File: config.mk
export PLATFORM = sky130hd
export DESIGN_NAME = bship_ctrl
export DESIGN_NICKNAME = d
export VERILOG_FILES = /design/src/sv/bship_pkg.sv /design/src/sv/bship_ctrl.sv
export SDC_FILE = /design/constraint.sdc
export NUM_CORES = 1
export LEC_CHECK = 0
export BUFFER_PORTS_ARGS = -buffer_cell sky130_fd_sc_hd__buf_2
export CAP_MARGIN = 20
export CORE_AREA = 2 2 39 41
export DETAILED_ROUTE_END_ITERATION = 10
export DIE_AREA = 0 0 41 43
export RECOVER_POWER = 100
export SETUP_SLACK_MARGIN = 0.5
export SYNTH_ARGS = -nofsm -noshare
export SYNTH_HDL_FRONTEND = slang
export SYNTH_SLANG_ARGS = --single-unit
File: constraint.sdc
create_clock -name clk -period 3 [get_ports clk]
set_input_delay 0.3 -clock clk [delete_from_list [all_inputs] [get_ports clk]]
set_output_delay 0.3 -clock clk [all_outputs]
set_load 0.02 [all_outputs]
File: src/sv/bship_pkg.sv
// Shared types and constants for the Burning Ship escape-time block.
// No dependencies; imported by the controller, the datapath, the top level, the checker and the testbench.
`timescale 1ns / 1ps
`default_nettype none

package bship_pkg;

    // Fixed-point format: signed Q4.28
    localparam int FRAC_BITS = 28;
    localparam logic [35:0] ESCAPE_LIMIT = 36'(64'd4 << FRAC_BITS);

    // Configuration register indexes
    localparam logic [2:0] REG_MAX_ITER = 3'd0;
    localparam logic [2:0] REG_MIN_RE   = 3'd1;
    localparam logic [2:0] REG_MIN_IM   = 3'd2;
    localparam logic [2:0] REG_STEP_RE  = 3'd3;
    localparam logic [2:0] REG_STEP_IM  = 3'd4;

    // Register values after reset
    localparam logic [9:0]         MAX_ITER_RST = 10'd155;
    localparam logic signed [31:0] MIN_RE_RST   = -32'sd590558003;
    localparam logic signed [31:0] MIN_IM_RST   = -32'sd590558003;
    localparam logic [30:0]        STEP_RE_RST  = 31'd969933;
    localparam logic [30:0]        STEP_IM_RST  = 31'd891290;

    // Controller states
    typedef enum logic [2:0] {
        ST_IDLE,
        ST_COORD,
        ST_MUL,
        ST_UPD,
        ST_FIN
    } bship_state_t;

    // Controller to datapath commands
    typedef struct packed {
        logic load;   // capture pixel and form coordinate products
        logic coord;  // saturate c, clear z and the count
        logic mul;    // register the three products
        logic upd;    // write the next z and advance the count
        logic emit;   // write the output register
    } bship_cmd_t;

    // Datapath to controller status
    typedef struct packed {
        logic limit;   // count has reached max_iter
        logic escape;  // re^2 + im^2 reached 4.0
    } bship_status_t;

    // Clamp a 44-bit signed value to the signed 32-bit range
    function automatic logic signed [31:0] sat32(input logic signed [43:0] v);
        logic signed [31:0] r;
        if (!v[43] && (|v[42:31])) begin
            r = 32'sh7FFF_FFFF;
        end else if (v[43] && !(&v[42:31])) begin
            r = 32'sh8000_0000;
        end else begin
            r = v[31:0];
        end
        return r;
    endfunction

endpackage

`default_nettype wire

File: src/sv/bship_ctrl.sv
// Controller state machine for the Burning Ship escape-time block.
// Depends on bship_pkg; drives the datapath through bship_cmd_t.
`timescale 1ns / 1ps
`default_nettype none

module bship_ctrl
    import bship_pkg::*;
(
    input  wire logic          clk,
    input  wire logic          rst_n,
    input  wire logic          in_valid,
    output logic               in_stall,
    output logic               out_valid,
    input  wire logic          out_stall,
    input  wire bship_status_t status,
    output bship_cmd_t         cmd,
    output bship_state_t       state
);

    bship_state_t state_reg;
    bship_state_t state_next;
    logic         out_valid_reg;
    logic         out_valid_next;
    logic         out_free;

    // Hold the state and the output valid flag
    always_ff @(posedge clk or negedge rst_n)
    begin
        if (!rst_n)
        begin
            state_reg     <= ST_IDLE;
            out_valid_reg <= 1'b0;
        end
        else
        begin
            state_reg     <= state_next;
            out_valid_reg <= out_valid_next;
        end
    end

    assign out_free = !out_valid_reg || !out_stall;

    // Sequence one pixel: coordinates, multiply/update pairs, result
    always_comb
    begin
        state_next = state_reg;
        cmd        = '0;
        case (state_reg)
            ST_IDLE:
            begin
                if (in_valid)
                begin
                    cmd.load   = 1'b1;
                    state_next = ST_COORD;
                end
            end
            ST_COORD:
            begin
                cmd.coord  = 1'b1;
                state_next = ST_MUL;
            end
            ST_MUL:
            begin
                if (status.limit)
                begin
                    state_next = ST_FIN;
                end
                else
                begin
                    cmd.mul    = 1'b1;
                    state_next = ST_UPD;
                end
            end
            ST_UPD:
            begin
                if (status.escape)
                begin
                    state_next = ST_FIN;
                end
                else
                begin
                    cmd.upd    = 1'b1;
                    state_next = ST_MUL;
                end
            end
            ST_FIN:
            begin
                if (out_free)
                begin
                    cmd.emit   = 1'b1;
                    state_next = ST_IDLE;
                end
            end
            default:
            begin
                state_next = ST_IDLE;
            end
        endcase
    end

    // Keep the result valid until its transfer completes
    always_comb
    begin
        if (cmd.emit)
        begin
            out_valid_next = 1'b1;
        end
        else if (out_valid_reg && out_stall)
        begin
            out_valid_next = 1'b1;
        end
        else
        begin
            out_valid_next = 1'b0;
        end
    end

    assign in_stall  = (state_reg != ST_IDLE);
    assign out_valid = out_valid_reg;
    assign state     = state_reg;

endmodule

`default_nettype wire

Word-level counts from Yosys, hierarchy flattened
Cells that the tools add are included.
{"block": "totals", "reg_bits": 4, "latch_bits": 0, "mem_bits_rw": 0, "romBits": 0, "inputBits": 6, "out_inout_bits": 10, "wordCells": 31, "n_memories": 0}
{"block": "classes", "add_sub_neg": 0, "mul": 0, "div_mod_pow": 0, "n_lt_le_gt_ge": 0, "eq_ne": 6, "shifts": 0, "n_mux": 16, "n_bitwise": 0, "reduce_logical": 7}
{"cell": "$pmux W3 S5", "count": 1}
{"cell": "$mux W3", "count": 4}
{"cell": "$mux W1", "count": 11}
{"cell": "$eq A3 B2 Y1 const B", "count": 2}
{"cell": "$ne A2 B2 Y1 const B", "count": 2}
{"cell": "$eq A3 B1 Y1 const B", "count": 1}
{"cell": "$eq A3 B3 Y1 const B", "count": 1}
{"cell": "$logic_not A3 Y1", "count": 1}
{"cell": "$reduce_bool A3 Y1", "count": 1}
{"cell": "$logic_not A1 Y1", "count": 2}
{"cell": "$reduce_and A2 Y1", "count": 1}
{"cell": "$logic_and A1 B1 Y1", "count": 1}
{"cell": "$logic_or A1 B1 Y1", "count": 1}

Longest topological paths before layout
{"block": "logic_depth", "word_depth": 5, "depth_mapped": 2, "mapped_depth_nobuf": 2}

Worst setup path after synthesis
No wires, ideal clock.
{"block": "synth_timing", "kind": "register to output", "startpoint": "register state_reg[1], in the netlist state[1]", "endpoint": "output cmd[4] (netlist name)", "arrival_ps": 1395, "required_ps": 2700, "slack_ps": 1305, "path_stages_with_launch": 3, "n_path_buf": 0, "path_cell_list": "dfrtp_1 or3_2 nor2_1"}
{"element": "start, declared", "line": "bship_ctrl.sv:20", "rtl": "bship_state_t state_reg;"}
{"element": "start signal, assigned", "line": "bship_ctrl.sv:36", "rtl": "state_reg <= state_next;"}
{"element": "end, declared", "line": "bship_ctrl.sv:16", "rtl": "output bship_cmd_t cmd,"}

==> results.json <==
{
  "antenna_found_initial": 0,
  "layout_commonest_cell": "clkbuf_1",
  "io_buffers": 15,
  "fin_tns_setup_ns": 0,
  "p_switching_uw": 167.6,
  "clock_skew_ns": 0.003824,
  "area_growth_pct": 51.16,
  "htreeDepth": 1,
  "vias": 220,
  "p_int_uw": 184.0,
  "place.gp.congestion": 0.6915,
  "switching_share_pct": 47.67,
  "syn-cell-area_um2": 215.2,
  "synth_seq_cells": 4,
  "slew_violations": 0,
  "cp_cell_sequence": "or4b_1, inv_1, clkbuf_1",
  "max_freq_mhz": 538.3,
  "drtAntennaViolNets": 0,
  "fp.dieH_um": 43,
  "cts_tree": "built",
  "cts_resized": 0,
  "min-delay-path-class": "in2reg",
  "synth_compound_area_share_pct": 9.302,
  "use_met2_pct": 8.750,
  "cpPeakStageDelay_ns": 0.61,
  "synth-simple-area-share_pct": 34.30,
  "yosysSeqAreaShare_pct": 46.51,
  "fin_nets": 48,
  "combPwrFrac_pct": 52.1,
  "crit_fanout": 7,
  "seqPwrFrac_pct": 29.9,
  "path_buf_inv": 2,
  "power_uw": 351.7,
  "drc_errors": 0,
  "busiest_layer": "met2",
  "routedWlPerCell_um": 8.750,
  "drive_gt1_share_pct": 22.50,
  "grt_setup_unrepaired": "no",
  "setup-violations-final": 0,
  "synthXorXnorAreaFrac_pct": 0,
  "grt_start_max_net_pins": 8,
  "drtIter0Drc": 3,
  "coreArea_um2": 1384,
  "min_period_ns": 1.858,
  "critPathRequiredTime_ns": 2.70,
  "vias_per_cell": 3.929,
  "synth-adder-area-share_pct": 0,
  "clock_tree.buffer_depth": 2,
  "final_cell_mix": "clkbuf_1 (11), buf_2 (4), dfrtp_1 (4)",
  "grt_overflow_total": 0,
  "arrival_ns": 1.56,
  "syn_nets": 27,
  "grt_usage_pct": 6.244,
  "num_rows": 14,
  "status": "finished, final reports clean",
  "antenna_cells": 0,
  "firstDrtPassIters": 2,
  "insertion_delay_ns": 0.23,
  "wl_um": 490,
  "numCtsBuffers": 3,
  "max_slew_margin_pct": 82.78,
  "dieArea_um2": 1763,
  "fin_crit_sh_pct": 61.92,
  "synth_top_family_by_area": "simple AND/OR/NAND/NOR gates",
  "endpoint_kind": "output pin",
  "startpoint_type": "flop",
  "cts_sinks": 4,
  "p_leak_nw": 0.1623,
  "critical_path.top_delay_family": "simple AND/OR/NAND/NOR gates",
  "finalHoldViolations": 0,
  "synthMuxAreaShare_pct": 4.651,
  "crit_path_top_delay_cell": "or4b_1",
  "start_util_pct": 15.55,
  "met1_usage_pct": 7.143,
  "yosysWarnings": 0,
  "pwr_density_cell_nw_per_um2": 1081,
  "power_frac_clock_pct": 18.0,
  "clkTransAtPathRegs_ns": 0.04,
  "largest_reg_flops": 3,
  "synth.distinct_cells": 15,
  "grt_pass1_wl_um": 731,
  "maxCapViolCount": 0,
  "critPathKind": "reg2out",
  "grt_pass1_vias": 209,
  "io_pins": 16,
  "ir_drop_v": 0.0002833,
  "synth_cells": 21,
  "worstMarginPinSlew_ns": 0.2595,
  "fillerInstances": 166,
  "avgSynthCellArea_um2": 10.25,
  "grt_util_met3_pct": 3.141,
  "cts_root_buf": "clkbuf_4",
  "die_x_um": 41
}
## synthesized netlist by cell type
cell	instances	area share, %
dfrtp_1	4	47
inv_1	3	5.2
nand2_1	2	3.5
a21oi_1	1	2.3
mux2i_1	1	4.7
nand2b_1	1	2.9
nand3b_1	1	3.5
nor2_1	1	1.7
nor3b_1	1	3.5
o21ai_2	1	4.1
o22ai_1	1	2.9
or3_2	1	3.5
or3b_1	1	4.1
or4b_4	1	6.4
or4bb_1	1	5.2
## what timing repair did
action / CTS / global route
buffers inserted: 0 / 0
hold buffers: 1 / 0
endpoints found under the hold margin: 4 / 0
## power by group through the flow
stage	combinational (mW)	sequential, mW	clock, mW
after detailed placement	0.201	0.105	0
after floorplan	0.108	0.131	0
after CTS	0.203	0.105	0.0681
after global routing	0.197	0.111	0.0714
after global placement	0.201	0.106	0
final	0.183	0.105	0.0634
## through the flow
step                cell area (um2)  util, %  hold slack (ns)  cells  worst slack (ns)
floorplan                     215.2        -         0.004409     21             1.305
global placement              310.3    22.42           0.1084     52             1.488
detailed placement            310.3    22.42           0.1107     52             1.496
CTS                           342.8    24.77           0.3028     56             1.241
global route                  325.3    23.51           0.3141     56             1.088
finish                        325.3    23.51           0.3047     56             1.142
## layout make-up
type / count / area (um2) / area share (%)
Clock buffer: 3 / 22.52 / 6.923
Inverter: 3 / 11.26 / 3.462
Sequential cell: 4 / 100.1 / 30.77
Timing Repair Buffer: 16 / 71.32 / 21.92
Tap cell: 16 / 20.02 / 6.154
Multi-Input combinational cell: 14 / 100.1 / 30.77
## worst min-delay path: stages
cell	delay, ns
buf_2	0.09
nand2_1	0.06
nand2_1	0.06
## final timing paths
check                                     start                   end  slack (ns)  cells after the start
max                        state[0]$_DFFE_PN0P_                cmd[2]        1.14                      3
min in group asynchronous                 rst_n  state[2]$_DFFE_PN0P_        0.43                      2
min reg2reg                 out_valid$_DFF_PN0_   out_valid$_DFF_PN0_        0.51                      2
max reg2reg                state[0]$_DFFE_PN0P_  state[1]$_DFFE_PN0P_        1.77                      2
min                                   out_stall   out_valid$_DFF_PN0_        0.30                      3
max in group asynchronous                 rst_n  state[0]$_DFFE_PN0P_        2.39                      2
## routing by layer
| layer | wire length [um] | share of wire (%) | up-vias |
|---|---|---|---|
| li1 | - | - | 112 |
| met1 | 199 | 41 | 102 |
| met2 | 240 | 49 | 6 |
| met3 | 50 | 10 | 0 |
| met4 | 0 | 0 | 0 |
| met5 | 0 | 0 | - |
## kinds of logic (layout without fill, tap and decap cells)
logic type / Yosys count / after routing
compound gates: 3 / 3
simple gates: 10 / 10
buf+inv: 3 / 22
mux: 1 / 1
flops: 4 / 4
(Power assumes the default switching activity.)
